==> src/hdl/jsc_pkg.sv <==
// Shared constants, codes, state type and helpers for the joystick scan conditioner.
package jsc_pkg;

  // Field widths
  localparam int unsigned AXIS_COUNT  = 4;
  localparam int unsigned AXIS_IDX_W  = 2;
  localparam int unsigned SAMPLE_W    = 12;
  localparam int unsigned AXIS_W      = 8;
  localparam int unsigned PCT_W       = 7;
  localparam int unsigned CFG_IDX_W   = 3;
  localparam int unsigned IN_DATA_W   = 64;
  localparam int unsigned OUT_DATA_W  = 40;
  localparam int unsigned EMA_SHIFT_DEF = 6;

  // Serial divider sizing
  localparam int unsigned DVD_W   = 24;  // dividend
  localparam int unsigned DVS_W   = 12;  // divisor and remainder
  localparam int unsigned QUO_W   = 12;  // quotient
  localparam int unsigned CNT_W   = 4;
  localparam int unsigned Q_AXIS  = 8;   // quotient bits of an axis remap
  localparam int unsigned Q_PIN   = 12;  // quotient bits of the pin voltage
  localparam int unsigned Q_PCT   = 7;   // quotient bits of the percentage
  localparam int unsigned BAT_W   = 14;  // battery millivolts

  // Axis remap constants
  localparam int unsigned AXIS_MID  = 127;
  localparam int unsigned AXIS_HALF = 128;
  localparam int unsigned AXIS_FULL = 255;
  localparam int unsigned HALF_SH   = 7;   // multiply by AXIS_HALF

  // Battery constants
  localparam int unsigned VREF_MV   = 3300;
  localparam int unsigned ADC_FULL  = 4095;
  localparam int unsigned R_TOP     = 20000;
  localparam int unsigned R_LOWER   = 10000;
  localparam int unsigned BAT_RATIO = (R_TOP + R_LOWER) / R_LOWER;
  localparam int unsigned MIN_MV    = 6000;
  localparam int unsigned MAX_MV    = 8400;
  localparam int unsigned SPAN_MV   = MAX_MV - MIN_MV;
  localparam int unsigned PCT_FULL  = 100;
  localparam int unsigned HYST_PCT  = 2;

  // Work steps of one scan: four axis remaps, then the two battery divisions
  localparam logic [2:0] OP_LEFT_X  = 3'd0;
  localparam logic [2:0] OP_LEFT_Y  = 3'd1;
  localparam logic [2:0] OP_RIGHT_Y = 3'd2;
  localparam logic [2:0] OP_RIGHT_X = 3'd3;
  localparam logic [2:0] OP_PIN     = 3'd4;
  localparam logic [2:0] OP_PCT     = 3'd5;

  typedef enum logic [2:0] {
    ST_IDLE,
    ST_SETUP,
    ST_DIV,
    ST_POST,
    ST_DONE
  } state_e;

  // Middle value of three
  function automatic logic [AXIS_W-1:0] mid3(input logic [AXIS_W-1:0] a,
                                             input logic [AXIS_W-1:0] b,
                                             input logic [AXIS_W-1:0] c);
    logic [AXIS_W-1:0] lo;
    logic [AXIS_W-1:0] hi;
    logic [AXIS_W-1:0] hc;
    lo = (a < b) ? a : b;
    hi = (a < b) ? b : a;
    hc = (hi < c) ? hi : c;
    return (lo > hc) ? lo : hc;
  endfunction

endpackage

==> src/hdl/joystick_scan_conditioner_unit.sv <==
// Top level: median filter, centre remap and battery percentage for one ADC scan.
//
// One scan beat enters on s_axis (four 12-bit axis samples and a 12-bit battery
// sample in tdata) and one result beat leaves on m_axis (four 8-bit axes and the
// 7-bit battery percentage). Axis offsets are written through cfg_we_i,
// cfg_idx_i and cfg_data_i; indexes 4..7 are dropped. The user must write them
// only while no scan is in flight; the block itself does not enforce this.
// Each scan runs through a bit-serial restoring divider shared by all six
// divisions: an axis remap skips the divider when the offset is zero or the
// sample sits on the centre, and the percentage skips it when clamped. A new
// scan is taken the cycle after the result is loaded into the output register,
// so a scan is not accepted before the previous one has finished its steps.
// The output register holds a result while m_axis_tready is low; the next scan
// may be accepted meanwhile and waits in its last step until the register frees.
// Reset clears the offsets, loads 127 into both history taps of every axis,
// and clears the battery average, its seed flag and the shown percentage.
module joystick_scan_conditioner_unit #(
  parameter int unsigned EMA_SHIFT = jsc_pkg::EMA_SHIFT_DEF
) (
  input  logic                                 clk_i,
  input  logic                                 rst_ni,
  // left_x_sample, left_y_sample, right_y_sample, right_x_sample, battery_sample
  input  logic [jsc_pkg::IN_DATA_W-1:0]        s_axis_tdata,
  input  logic                                 s_axis_tvalid,
  output logic                                 s_axis_tready,
  // left_x_out, left_y_out, right_y_out, right_x_out, battery_pct
  output logic [jsc_pkg::OUT_DATA_W-1:0]       m_axis_tdata,
  output logic                                 m_axis_tvalid,
  input  logic                                 m_axis_tready,
  input  logic                                 cfg_we_i,
  input  logic [jsc_pkg::CFG_IDX_W-1:0]        cfg_idx_i,
  input  logic [jsc_pkg::AXIS_W-1:0]           cfg_data_i
);

  localparam int unsigned ACC_W = jsc_pkg::SAMPLE_W + EMA_SHIFT;

  // State and datapath registers
  jsc_pkg::state_e state_q, state_d;
  logic [2:0]                       op_q, op_d;
  logic [jsc_pkg::CNT_W-1:0]        cnt_q, cnt_d;
  logic [jsc_pkg::DVS_W-1:0]        rem_q, rem_d;
  logic [jsc_pkg::DVD_W-1:0]        num_q, num_d;
  logic [jsc_pkg::QUO_W-1:0]        quo_q, quo_d;
  logic [jsc_pkg::DVS_W-1:0]        div_q, div_d;
  logic [jsc_pkg::AXIS_W-1:0]       base_q, base_d;
  logic [jsc_pkg::BAT_W-1:0]        bat_q, bat_d;
  logic [jsc_pkg::AXIS_W-1:0]       offset_q [jsc_pkg::AXIS_COUNT];
  logic [jsc_pkg::AXIS_W-1:0]       hist_new_q [jsc_pkg::AXIS_COUNT];
  logic [jsc_pkg::AXIS_W-1:0]       hist_new_d [jsc_pkg::AXIS_COUNT];
  logic [jsc_pkg::AXIS_W-1:0]       hist_old_q [jsc_pkg::AXIS_COUNT];
  logic [jsc_pkg::AXIS_W-1:0]       hist_old_d [jsc_pkg::AXIS_COUNT];
  logic [jsc_pkg::AXIS_W-1:0]       med_q [jsc_pkg::AXIS_COUNT];
  logic [jsc_pkg::AXIS_W-1:0]       med_d [jsc_pkg::AXIS_COUNT];
  logic [jsc_pkg::AXIS_W-1:0]       res_q [jsc_pkg::AXIS_COUNT];
  logic [jsc_pkg::AXIS_W-1:0]       res_d [jsc_pkg::AXIS_COUNT];
  logic [ACC_W-1:0]                 acc_q, acc_d;
  logic                             seeded_q, seeded_d;
  logic [jsc_pkg::PCT_W-1:0]        shown_q, shown_d;
  logic [jsc_pkg::OUT_DATA_W-1:0]   out_q, out_d;
  logic                             out_valid_q, out_valid_d;

  // Step setup values
  logic                             su_skip;
  logic [jsc_pkg::AXIS_W-1:0]       su_direct;
  logic [jsc_pkg::AXIS_W-1:0]       su_base;
  logic [jsc_pkg::DVS_W-1:0]        su_div;
  logic [jsc_pkg::DVS_W-1:0]        su_rem;
  logic [jsc_pkg::DVD_W-1:0]        su_num;
  logic [jsc_pkg::CNT_W-1:0]        su_cnt;
  logic [jsc_pkg::DVD_W-1:0]        dvd;
  logic [jsc_pkg::AXIS_IDX_W-1:0]   ax;
  logic [jsc_pkg::AXIS_W-1:0]       ax_v;
  logic [jsc_pkg::AXIS_W-1:0]       ax_off;
  logic [jsc_pkg::AXIS_W-1:0]       centre;
  logic [jsc_pkg::SAMPLE_W-1:0]     filt;

  // Divider step and misc
  logic [jsc_pkg::DVS_W:0]          trial;
  logic                             trial_ge;
  logic [jsc_pkg::AXIS_W-1:0]       post_val;
  logic [jsc_pkg::PCT_W:0]          pct_w;
  logic [jsc_pkg::PCT_W:0]          shown_w;
  logic                             in_fire;
  logic [jsc_pkg::SAMPLE_W-1:0]     batt_in;

  assign s_axis_tready = (state_q == jsc_pkg::ST_IDLE);
  assign in_fire       = s_axis_tvalid && s_axis_tready;
  assign m_axis_tvalid = out_valid_q;
  assign m_axis_tdata  = out_q;
  assign batt_in = s_axis_tdata[jsc_pkg::AXIS_COUNT*jsc_pkg::SAMPLE_W +: jsc_pkg::SAMPLE_W];

  assign ax     = op_q[jsc_pkg::AXIS_IDX_W-1:0];
  assign ax_v   = med_q[ax];
  assign ax_off = offset_q[ax];
  assign centre = jsc_pkg::AXIS_W'(jsc_pkg::AXIS_MID) + ax_off;
  assign filt   = acc_q[EMA_SHIFT +: jsc_pkg::SAMPLE_W];

  // Set up the divider for the current step, or give its result directly
  always_comb begin
    dvd       = '0;
    su_skip   = 1'b0;
    su_direct = '0;
    su_base   = '0;
    su_div    = '0;
    su_rem    = '0;
    su_num    = '0;
    su_cnt    = '0;
    case (op_q)
      jsc_pkg::OP_LEFT_X, jsc_pkg::OP_LEFT_Y, jsc_pkg::OP_RIGHT_Y,
      jsc_pkg::OP_RIGHT_X: begin
        if (ax_off == '0) begin
          su_skip   = 1'b1;
          su_direct = ax_v;
        end else if (ax_v == centre) begin
          su_skip   = 1'b1;
          su_direct = jsc_pkg::AXIS_W'(jsc_pkg::AXIS_MID);
        end else if (ax_v < centre) begin
          dvd     = jsc_pkg::DVD_W'(ax_v) * jsc_pkg::DVD_W'(jsc_pkg::AXIS_MID);
          su_div  = jsc_pkg::DVS_W'(centre);
        end else begin
          dvd     = jsc_pkg::DVD_W'({ax_v - centre, {jsc_pkg::HALF_SH{1'b0}}});
          su_div  = jsc_pkg::DVS_W'(jsc_pkg::AXIS_W'(jsc_pkg::AXIS_FULL) - centre);
          su_base = jsc_pkg::AXIS_W'(jsc_pkg::AXIS_MID);
        end
        su_rem = jsc_pkg::DVS_W'(dvd >> jsc_pkg::Q_AXIS);
        su_num = dvd << (jsc_pkg::DVD_W - jsc_pkg::Q_AXIS);
        su_cnt = jsc_pkg::CNT_W'(jsc_pkg::Q_AXIS);
      end
      jsc_pkg::OP_PIN: begin
        dvd    = jsc_pkg::DVD_W'(filt) * jsc_pkg::DVD_W'(jsc_pkg::VREF_MV);
        su_div = jsc_pkg::DVS_W'(jsc_pkg::ADC_FULL);
        su_rem = jsc_pkg::DVS_W'(dvd >> jsc_pkg::Q_PIN);
        su_num = dvd << (jsc_pkg::DVD_W - jsc_pkg::Q_PIN);
        su_cnt = jsc_pkg::CNT_W'(jsc_pkg::Q_PIN);
      end
      jsc_pkg::OP_PCT: begin
        if (bat_q <= jsc_pkg::BAT_W'(jsc_pkg::MIN_MV)) begin
          su_skip   = 1'b1;
        end else if (bat_q >= jsc_pkg::BAT_W'(jsc_pkg::MAX_MV)) begin
          su_skip   = 1'b1;
          su_direct = jsc_pkg::AXIS_W'(jsc_pkg::PCT_FULL);
        end else begin
          dvd = jsc_pkg::DVD_W'(bat_q - jsc_pkg::BAT_W'(jsc_pkg::MIN_MV))
                * jsc_pkg::DVD_W'(jsc_pkg::PCT_FULL);
        end
        su_div = jsc_pkg::DVS_W'(jsc_pkg::SPAN_MV);
        su_rem = jsc_pkg::DVS_W'(dvd >> jsc_pkg::Q_PCT);
        su_num = dvd << (jsc_pkg::DVD_W - jsc_pkg::Q_PCT);
        su_cnt = jsc_pkg::CNT_W'(jsc_pkg::Q_PCT);
      end
      default: begin
        su_skip = 1'b1;
      end
    endcase
  end

  // One restoring-division bit per cycle
  assign trial    = {rem_q, num_q[jsc_pkg::DVD_W-1]};
  assign trial_ge = (trial >= {1'b0, div_q});
  assign post_val = base_q + quo_q[jsc_pkg::AXIS_W-1:0];
  assign pct_w    = {1'b0, quo_q[jsc_pkg::PCT_W-1:0]};
  assign shown_w  = {1'b0, shown_q};

  // Next state and datapath
  always_comb begin
    state_d     = state_q;
    op_d        = op_q;
    cnt_d       = cnt_q;
    rem_d       = rem_q;
    num_d       = num_q;
    quo_d       = quo_q;
    div_d       = div_q;
    base_d      = base_q;
    bat_d       = bat_q;
    acc_d       = acc_q;
    seeded_d    = seeded_q;
    shown_d     = shown_q;
    out_d       = out_q;
    out_valid_d = out_valid_q && !m_axis_tready;
    hist_new_d  = hist_new_q;
    hist_old_d  = hist_old_q;
    med_d       = med_q;
    res_d       = res_q;

    case (state_q)
      jsc_pkg::ST_IDLE: begin
        if (in_fire) begin
          // Take the scan: median filter, history shift and battery average
          for (int k = 0; k < jsc_pkg::AXIS_COUNT; k++) begin
            med_d[k] = jsc_pkg::mid3(hist_old_q[k], hist_new_q[k],
                                     s_axis_tdata[k*jsc_pkg::SAMPLE_W + 4 +: jsc_pkg::AXIS_W]);
            hist_old_d[k] = hist_new_q[k];
            hist_new_d[k] = s_axis_tdata[k*jsc_pkg::SAMPLE_W + 4 +: jsc_pkg::AXIS_W];
          end
          if (seeded_q) begin
            acc_d = acc_q - (acc_q >> EMA_SHIFT) + ACC_W'(batt_in);
          end else begin
            acc_d = {batt_in, {EMA_SHIFT{1'b0}}};
          end
          seeded_d = 1'b1;
          op_d     = jsc_pkg::OP_LEFT_X;
          state_d  = jsc_pkg::ST_SETUP;
        end
      end
      jsc_pkg::ST_SETUP: begin
        div_d = su_div;
        rem_d = su_rem;
        num_d = su_num;
        cnt_d = su_cnt;
        quo_d = '0;
        if (su_skip) begin
          quo_d   = jsc_pkg::QUO_W'(su_direct);
          base_d  = '0;
          state_d = jsc_pkg::ST_POST;
        end else begin
          base_d  = su_base;
          state_d = jsc_pkg::ST_DIV;
        end
      end
      jsc_pkg::ST_DIV: begin
        rem_d = trial_ge ? jsc_pkg::DVS_W'(trial - {1'b0, div_q})
                         : jsc_pkg::DVS_W'(trial);
        num_d = num_q << 1;
        quo_d = {quo_q[jsc_pkg::QUO_W-2:0], trial_ge};
        cnt_d = cnt_q - 1'b1;
        if (cnt_q == jsc_pkg::CNT_W'(1)) begin
          state_d = jsc_pkg::ST_POST;
        end
      end
      jsc_pkg::ST_POST: begin
        // Store the step result and advance
        case (op_q)
          jsc_pkg::OP_PIN: begin
            bat_d = jsc_pkg::BAT_W'(quo_q) * jsc_pkg::BAT_W'(jsc_pkg::BAT_RATIO);
          end
          jsc_pkg::OP_PCT: begin
            if ((pct_w >= shown_w + (jsc_pkg::PCT_W+1)'(jsc_pkg::HYST_PCT))
                || (pct_w + (jsc_pkg::PCT_W+1)'(jsc_pkg::HYST_PCT) <= shown_w)
                || (pct_w == '0)
                || (pct_w == (jsc_pkg::PCT_W+1)'(jsc_pkg::PCT_FULL))) begin
              shown_d = quo_q[jsc_pkg::PCT_W-1:0];
            end
          end
          default: begin
            res_d[ax] = post_val;
          end
        endcase
        if (op_q == jsc_pkg::OP_PCT) begin
          state_d = jsc_pkg::ST_DONE;
        end else begin
          op_d    = op_q + 1'b1;
          state_d = jsc_pkg::ST_SETUP;
        end
      end
      jsc_pkg::ST_DONE: begin
        // Hold until the output register is free
        if (!out_valid_q || m_axis_tready) begin
          out_d       = {1'b0, shown_q, res_q[3], res_q[2], res_q[1], res_q[0]};
          out_valid_d = 1'b1;
          state_d     = jsc_pkg::ST_IDLE;
        end
      end
      default: begin
        state_d = jsc_pkg::ST_IDLE;
      end
    endcase
  end

  // State register
  always_ff @(posedge clk_i or negedge rst_ni) begin
    if (!rst_ni) begin
      state_q <= jsc_pkg::ST_IDLE;
    end else begin
      state_q <= state_d;
    end
  end

  // Control and filter state
  always_ff @(posedge clk_i or negedge rst_ni) begin
    if (!rst_ni) begin
      op_q        <= jsc_pkg::OP_LEFT_X;
      cnt_q       <= '0;
      acc_q       <= '0;
      seeded_q    <= 1'b0;
      shown_q     <= '0;
      out_valid_q <= 1'b0;
      for (int k = 0; k < jsc_pkg::AXIS_COUNT; k++) begin
        offset_q[k]   <= '0;
        hist_new_q[k] <= jsc_pkg::AXIS_W'(jsc_pkg::AXIS_MID);
        hist_old_q[k] <= jsc_pkg::AXIS_W'(jsc_pkg::AXIS_MID);
      end
    end else begin
      op_q        <= op_d;
      cnt_q       <= cnt_d;
      acc_q       <= acc_d;
      seeded_q    <= seeded_d;
      shown_q     <= shown_d;
      out_valid_q <= out_valid_d;
      hist_new_q  <= hist_new_d;
      hist_old_q  <= hist_old_d;
      // Offset writes; indexes past the last axis are dropped
      if (cfg_we_i && (cfg_idx_i < jsc_pkg::CFG_IDX_W'(jsc_pkg::AXIS_COUNT))) begin
        offset_q[cfg_idx_i[jsc_pkg::AXIS_IDX_W-1:0]] <= cfg_data_i;
      end
    end
  end

  // Payload registers
  always_ff @(posedge clk_i) begin
    rem_q  <= rem_d;
    num_q  <= num_d;
    quo_q  <= quo_d;
    div_q  <= div_d;
    base_q <= base_d;
    bat_q  <= bat_d;
    med_q  <= med_d;
    res_q  <= res_d;
    out_q  <= out_d;
  end

  // Checks
  a_shown_range: assert property (@(posedge clk_i) disable iff (!rst_ni)
    shown_q <= jsc_pkg::PCT_W'(jsc_pkg::PCT_FULL))
    else $error("shown percentage above full scale");

  a_div_rem: assert property (@(posedge clk_i) disable iff (!rst_ni)
    (state_q == jsc_pkg::ST_DIV) |-> (rem_q < div_q))
    else $error("divider remainder not below divisor");

  a_div_cnt: assert property (@(posedge clk_i) disable iff (!rst_ni)
    (state_q == jsc_pkg::ST_DIV) |-> (cnt_q != '0))
    else $error("divider running with zero count");

  a_scan_start: assert property (@(posedge clk_i) disable iff (!rst_ni)
    in_fire |=> (state_q == jsc_pkg::ST_SETUP) && (op_q == jsc_pkg::OP_LEFT_X))
    else $error("accepted scan did not start at the first axis");

  a_out_load: assert property (@(posedge clk_i) disable iff (!rst_ni)
    (state_q == jsc_pkg::ST_DONE) && out_valid_q && !m_axis_tready |=>
      (state_q == jsc_pkg::ST_DONE))
    else $error("result left the sequencer while the output was stalled");

endmodule
==> config.mk <==
export PLATFORM = sky130hd
export DESIGN_NAME = joystick_scan_conditioner_unit
export DESIGN_NICKNAME = d
export VERILOG_FILES = /design/src/hdl/jsc_pkg.sv /design/src/hdl/joystick_scan_conditioner_unit.sv
export SDC_FILE = /design/constraint.sdc
export NUM_CORES = 1
export LEC_CHECK = 0
export BUFFER_PORTS_ARGS = -buffer_cell sky130_fd_sc_hd__buf_2
export CAP_MARGIN = 10
export CORE_UTILIZATION = 63
export CTS_CLUSTER_DIAMETER = 80
export DETAILED_ROUTE_END_ITERATION = 8
export MAX_ROUTING_LAYER = met4
export PLACE_DENSITY_LB_ADDON = 0.3
export SLEW_MARGIN = 20
export SYNTH_ARGS = -nofsm -noshare
export SYNTH_HDL_FRONTEND = slang
export SYNTH_SLANG_ARGS = --single-unit
==> constraint.sdc <==
create_clock -name clk_i -period 7.9 [get_ports clk_i]
set_clock_uncertainty 0.05 [all_clocks]
set_input_delay 1.58 -clock clk_i [delete_from_list [all_inputs] [get_ports clk_i]]
set_output_delay 1.58 -clock clk_i [all_outputs]
set_load 0.005 [all_outputs]
==> results of run 1 <==
per-stage QoR:
stage | setup WS, ns | instance area (um^2) | hold WS, ns | instances
4_1_cts | 1.32 | 25900 | 0.369 | 3019
3_5_place_dp | 1.34 | 24800 | 0.355 | 2957
6_report | 1.32 | 25900 | 0.367 | 3019
3_3_place_gp | 1.47 | 24800 | 0.351 | 2957
5_1_grt | 0.958 | 25900 | 0.378 | 3019
2_1_floorplan | 1.64 | 23700 | 0.350 | 2393
cell usage in the layout (no fill, tap or decap), drive strengths merged, types with 44 or more instances in the layout:
cell type and instances:
dfstp 56, edfxtp 162, dfrtp 77, clkbuf 44
ha 321, inv 360, a21oi 126, mux2i 80
nand2 202, nor2 106, buf 120, o21ai 194
fa 77, xnor2 68, mux2 51
synth_stat cells, types with 22 or more instances:
cell type / n
nor2b_1: 22
nor3_1: 37
ha_1: 321
o21ai_0: 182
o21a_1: 27
nand2_1: 201
mux2_2: 51
dfstp_2: 56
nand2b_1: 22
nor2_1: 103
clkbuf_1: 47
xnor2_1: 67
edfxtp_1: 162
inv_1: 356
nand3_1: 37
fa_1: 77
mux2i_1: 80
a21o_1: 30
a21oi_1: 124
xor2_1: 43
dfrtp_1: 77
critical path, stage by stage, from the launching register on:
cell	delay, ns
dfstp_2	0.52
inv_1	0.07
ha_1	0.31
a21o_1	0.18
a21oi_1	0.24
o221ai_1	0.20
a21oi_1	0.24
buf_4	0.19
mux2_2	0.35
ha_1	0.29
a21o_1	0.18
a21o_1	0.17
a211oi_1	0.28
nand3b_1	0.11
o31ai_1	0.28
o21bai_1	0.42
mux2i_1	0.35
ha_1	0.29
nor2b_1	0.14
o21a_1	0.16
o21a_1	0.16
o21ai_0	0.15
a21oi_1	0.10
o31ai_2	0.33
buf_4	0.27
nand4b_1	0.11
o32ai_1	0.12
or3_1	0.17
logic make-up (layout without fill, tap and decap cells):
kind of cell / count (synthesis) / count (layout) / synth area share (%)
adder cells (fa/ha/maj): 398 / 398 / 23.4
other: 1 / 1 / 0.0158
buffers and inverters: 417 / 539 / 6.73
multiplexers: 147 / 147 / 7.37
AO/OA/AOI/OAI: 513 / 513 / 13.3
flip-flops: 295 / 295 / 34.8
XOR/XNOR: 112 / 112 / 4.22
AND/OR/NAND/NOR: 510 / 510 / 10.2
state kept, by name, summed over array words and instances (netlist names), 3 cells and up:
| register | count |
|---|---|
| offset_q | 32 |
| num_q | 10 |
| state_q | 3 |
| med_q | 32 |
| shown_q | 7 |
| hist_new_q | 32 |
| div_q | 10 |
| rem_q | 12 |
| hist_old_q | 32 |
| cnt_q | 4 |
| res_q | 32 |
| op_q | 3 |
| quo_q | 12 |
| acc_q | 18 |
| bat_q | 14 |
| m_axis_tdata | 39 |
layer usage:
layer / vias to the layer above / track usage (%) / share of wire, %
met1: 8375 / 34.2 / 42
li1: 8535 / - / -
met5: - / - / 0
met2: 363 / 49.8 / 51
met4: 0 / 9.72 / 2.6
met3: 98 / 3.18 / 4.0
worst min-delay path by stage:
stage                   start                to  slack [ns]  cells after the start
CTS                  res_q[3]  m_axis_tdata[27]        0.37                      0
global route        res_q[16]   m_axis_tdata[8]        0.38                      0
floorplan           res_q[24]   m_axis_tdata[0]        0.35                      0
finish              res_q[10]  m_axis_tdata[18]        0.37                      0
global placement    res_q[22]  m_axis_tdata[14]        0.35                      0
detailed placement  res_q[10]  m_axis_tdata[18]        0.35                      0
area by class of cell:
class | count | area [um^2] | share of cell area (%)
well taps | 504 | 631 | 2.43
flip-flops and latches | 295 | 8260 | 31.9
clock inverters | 18 | 189 | 0.729
inverters | 357 | 1340 | 5.17
clock buffers | 44 | 930 | 3.59
repair buffers | 120 | 657 | 2.53
multi-input cells | 1681 | 13900 | 53.7
==> impl_metrics.tcl, run 1 <==
set metrics [dict create \
    avgSynthCellArea_um2 9.92 \
    cap_violations 0 \
    gp_congestion 0.932 \
    grt_pass1_vias 17948 \
    yosys.cell_types.count 88 \
    numCtsBuffers 34 \
    syn_area_mm2 0.0237 \
    vias 17371 \
    core-area_mm2 0.0369 \
    final_util_pct 70.3 \
    reg2reg_depth 27 \
    antenna_left 0 \
    synth_flop_cell "edfxtp_1" \
    synth_top_area_share_pct 20.5 \
    slew_violations 0 \
    final_nets 2967 \
    globalRouteOverflowTotal 0 \
    rsz0062_at_grt "no" \
    yosysWarningCount 0 \
    root_buffer "clkbuf_16" \
    io_pins 122 \
    cp-start-kind "register" \
    route.detailed.drc 0 \
    grt_usage_pct 28.5 \
    antenna_found_initial 0 \
    grt_start_max_net_pins 82 \
    grt_pass1_wl_mm 85.5 \
    worstPathMaxFanout 13 \
    postRouteWirelength_mm 51.7 \
    worst_pin_slew_ns 1.10 \
    clkLatencyLatePin_ns 0.54 \
    max_freq_mhz 152 \
    crit_end "med_q[24]" \
    synth_edf_count 162 \
    start_util_pct 64.4 \
    status "complete, no violations" \
    end_kind "register" \
    path_clk_slew_ns 0.06 \
    port_buffers 100 \
    clock_sinks 295 \
    syn-num-nets 2871 \
    finalSetupViolations 0 \
    dp_hpwl_mm 39.6 \
    yosys.area.top_type "edfxtp_1" \
    cts_tree "done" \
    n_antenna_cell 0 \
    die_h_um 196 \
    post_drt_wl_per_cell_um 17.1 \
    synth_cells 2393 \
    syn_to_final_growth_pct 9.19 \
    clock_path_buffers 3 \
    die_w_um 196 \
    finalSetupTns_ns 0 \
    final.min_clock_period_ns 6.58 \
    r2r_start "hist_new_q[28]" \
    first_pass_iters 5 \
    r2r_slack_ns 1.32 \
    critPathKind "register to register" \
    hold_viol_final 0 \
    required_ns 8.25 \
    fin_crit_sh_pct 83.2 \
    synth-seq-cells 295 \
    nFillCells 2747 \
    r2r_end "med_q[24]" \
    via_per_inst 5.75 \
    die-area_mm2 0.0385 \
    async_reset_ff_share_pct 45.1 \
    layout-drive-gt1-share_pct 12.8 \
    synth_area_leaders "edfxtp_1 (20%), ha_1 (17%), dfrtp_1 (8.1%)" \
    post-cts-setup-buffers 0 \
    post_cts_resized 0 \
    cp_data_arrival_time_ns 6.93 \
    cts_max_level 2 \
    rows 70 \
    relSlewSlack_pct 26.3 \
    crit_start "hist_new_q[28]" \
    drt_iter0_markers 992 \
    cts.hold.buffers_added 0 \
    ys_seq_area_share_pct 34.8 \
    hp-class "register to register" \
]
Power of run 1 is left out: the tool's default activity adds up to more than one toggle a clock period on the data nets, which glitch-free logic cannot reach.
==> inputs of run 2 (changes only) <==
Settings changed: ABC_AREA set to 1, CORE_UTILIZATION 63 to 57.
Clock period 7.9 ns to 5.3 ns, I/O delays scaled along.
==> run 2 against run 1 <==
Effect of this change:
- sequential cell count unchanged
- maximum frequency increased by 29%
- core utilization decreased by 5.3 points
- routed wire length increased by 6.8%
- critical path type unchanged
==> impl_metrics.tcl, run 2 <==
set metrics [dict create \
    finalSetupViolations 0 \
    slew_violations 0 \
    relSlewSlack_pct 28.8 \
    yosysWarningCount 0 \
    end_kind "register" \
    antenna_found_initial 0 \
    gp_congestion 0.925 \
    synth_cells 2899 \
    finalSetupTns_ns 0 \
    synth-xor-area-share_pct 3.02 \
    worst_pin_slew_ns 1.06 \
    vias 19717 \
    clock_sinks 295 \
    final_nets 3508 \
    route.detailed.drc 0 \
    critPathKind "register to register" \
    synth_area_leaders "edfxtp_1 (20%), ha_1 (17%), nand2_1 (10%)" \
    layout-drive-gt1-share_pct 11.5 \
    synth_top_area_share_pct 20.2 \
    cp_data_arrival_time_ns 5.36 \
    min_from "res_q[14]" \
    synth-seq-cells 295 \
    post_drt_wl_per_cell_um 15.4 \
    rows 74 \
    cts_max_level 2 \
    final.min_clock_period_ns 5.10 \
    yosys.cell_types.count 56 \
    first_pass_iters 5 \
    core-area_mm2 0.0413 \
    avgSynthCellArea_um2 8.31 \
    drt_iter0_markers 1227 \
    port_buffers 100 \
    fin_crit_sh_pct 96.2 \
    synth_edf_count 162 \
    numCtsBuffers 35 \
    synth_mux_area_share_pct 0 \
    hp-class "register to register" \
    critical_path_buf_inv_count 4 \
    reg2reg_depth 19 \
    clkLatencyLatePin_ns 0.57 \
    synth_most_common_cell "nand2_1" \
    hold_depth 0 \
    die-area_mm2 0.0431 \
    n_antenna_cell 0 \
    die_w_um 208 \
    largest_reg_flops 39 \
    via_per_inst 5.49 \
    synthAdderAreaFrac_pct 23.1 \
    grt_pass1_wl_mm 92.8 \
    status "complete, no violations" \
    synth_compound_area_share_pct 12.5 \
    die_h_um 208 \
    cts_tree "done" \
    dp_hpwl_mm 43.2 \
    nFillCells 3489 \
    syn_to_final_growth_pct 11.4 \
    io_pins 122 \
    ys_seq_area_share_pct 34.3 \
    async_reset_ff_share_pct 45.1 \
    postRouteWirelength_mm 55.2 \
    synth_top_family_by_area "adder cells" \
    yosys.area.top_type "edfxtp_1" \
    syn_area_mm2 0.0241 \
    max_freq_mhz 196 \
    path_cells "ha_1, fa_1, fa_1, inv_1, fa_1, inv_1, fa_1, inv_1, ha_1, nand2_1, nor4_2, a21oi_2, or2_2, nand3_1, o21ai_0, inv_1, nand2_1, o21ai_0, nand2_1" \
    synth-simple-area-share_pct 18.5 \
    required_ns 5.56 \
    min_to "m_axis_tdata[22]" \
    syn-num-nets 3377 \
    final_util_pct 65.0 \
    path_clk_slew_ns 0.06 \
    final_common_cell "nand2_1" \
    r2r_start "acc_q[12]" \
    start_util_pct 58.3 \
    cp_top_family "adder cells" \
    cap_violations 0 \
    cp-start-kind "register" \
    antenna_left 0 \
    rsz0062_at_grt "yes" \
    hold_viol_final 0 \
    grt_pass1_vias 19436 \
    root_buffer "clkbuf_16" \
    r2r_end "rem_q[3]" \
    globalRouteOverflowTotal 0 \
    clock_path_buffers 3 \
    worstPathMaxFanout 5 \
    synth_common_cells "nand2_1 (667), inv_1 (468), ha_1 (321)" \
    layout_common_cells "nand2_1 (663), inv_1 (464), ha_1 (318)" \
    grt_usage_pct 26.9 \
    r2r_slack_ns 0.20 \
    slowest_stage "fa_1" \
    synth_flop_cell "edfxtp_1" \
    max_stage_delay_ns 0.55 \
    grt_start_max_net_pins 95 \
]
## run 2: layer usage
layer	GRT usage, %	wire length (um)	up-vias
li1	-	-	9869
met1	34.0	24500	9306
met2	45.8	27100	464
met3	2.72	2410	78
met4	7.51	1220	0
met5	-	0	-
## run 2: metrics by stage
step / instances / hold slack (ns) / instance area [um^2] / setup slack [ns]
finish: 3589 / 0.369 / 26800 / 0.202
global route: 3589 / 0.375 / 26800 / -0.00203
CTS: 3584 / 0.370 / 26600 / 0.0248
detailed placement: 3520 / 0.355 / 25400 / 0.0470
global placement: 3520 / 0.354 / 25400 / 0.159
floorplan: 2899 / 0.350 / 24100 / 0.0370
## run 2: how the worst max path moves through the flow
| stage | start | end | slack [ns] | cells past startpoint |
|---|---|---|---|---|
| finish | acc_q[12] | rem_q[3] | 0.20 | 19 |
| floorplan | op_q[0] | rem_q[3] | 0.04 | 27 |
| global placement | acc_q[12] | rem_q[5] | 0.16 | 21 |
| detailed placement | op_q[0] | rem_q[6] | 0.05 | 22 |
| CTS | op_q[0] | rem_q[6] | 0.02 | 22 |
| global route | acc_q[12] | rem_q[5] | -0.002 | 21 |
## run 2: layout make-up
| class | instances | area [um^2] | share of cell area [%] |
|---|---|---|---|
| Clock buffer | 44 | 941 | 3.51 |
| Clock inverter | 20 | 292 | 1.09 |
| Inverter | 479 | 1810 | 6.73 |
| Multi-Input combinational cell | 2064 | 13900 | 51.8 |
| Sequential cell | 295 | 8270 | 30.8 |
| Tap cell | 532 | 666 | 2.48 |
| Timing Repair Buffer | 155 | 952 | 3.55 |
## run 2: logic make-up after synthesis
group / after synthesis
xor+xnor: 83
buf+inv: 540
flops: 295
compound gates: 545
fa+ha+maj: 398
simple gates: 1037
other cells: 1
## run 2: timing repair
action,4_1_cts,5_1_grt
endpoints found under the setup margin,0,33
hold buffers,0,0
resized for setup,0,39
buffers inserted,0,4
Power of run 2 is left out for the same reason.
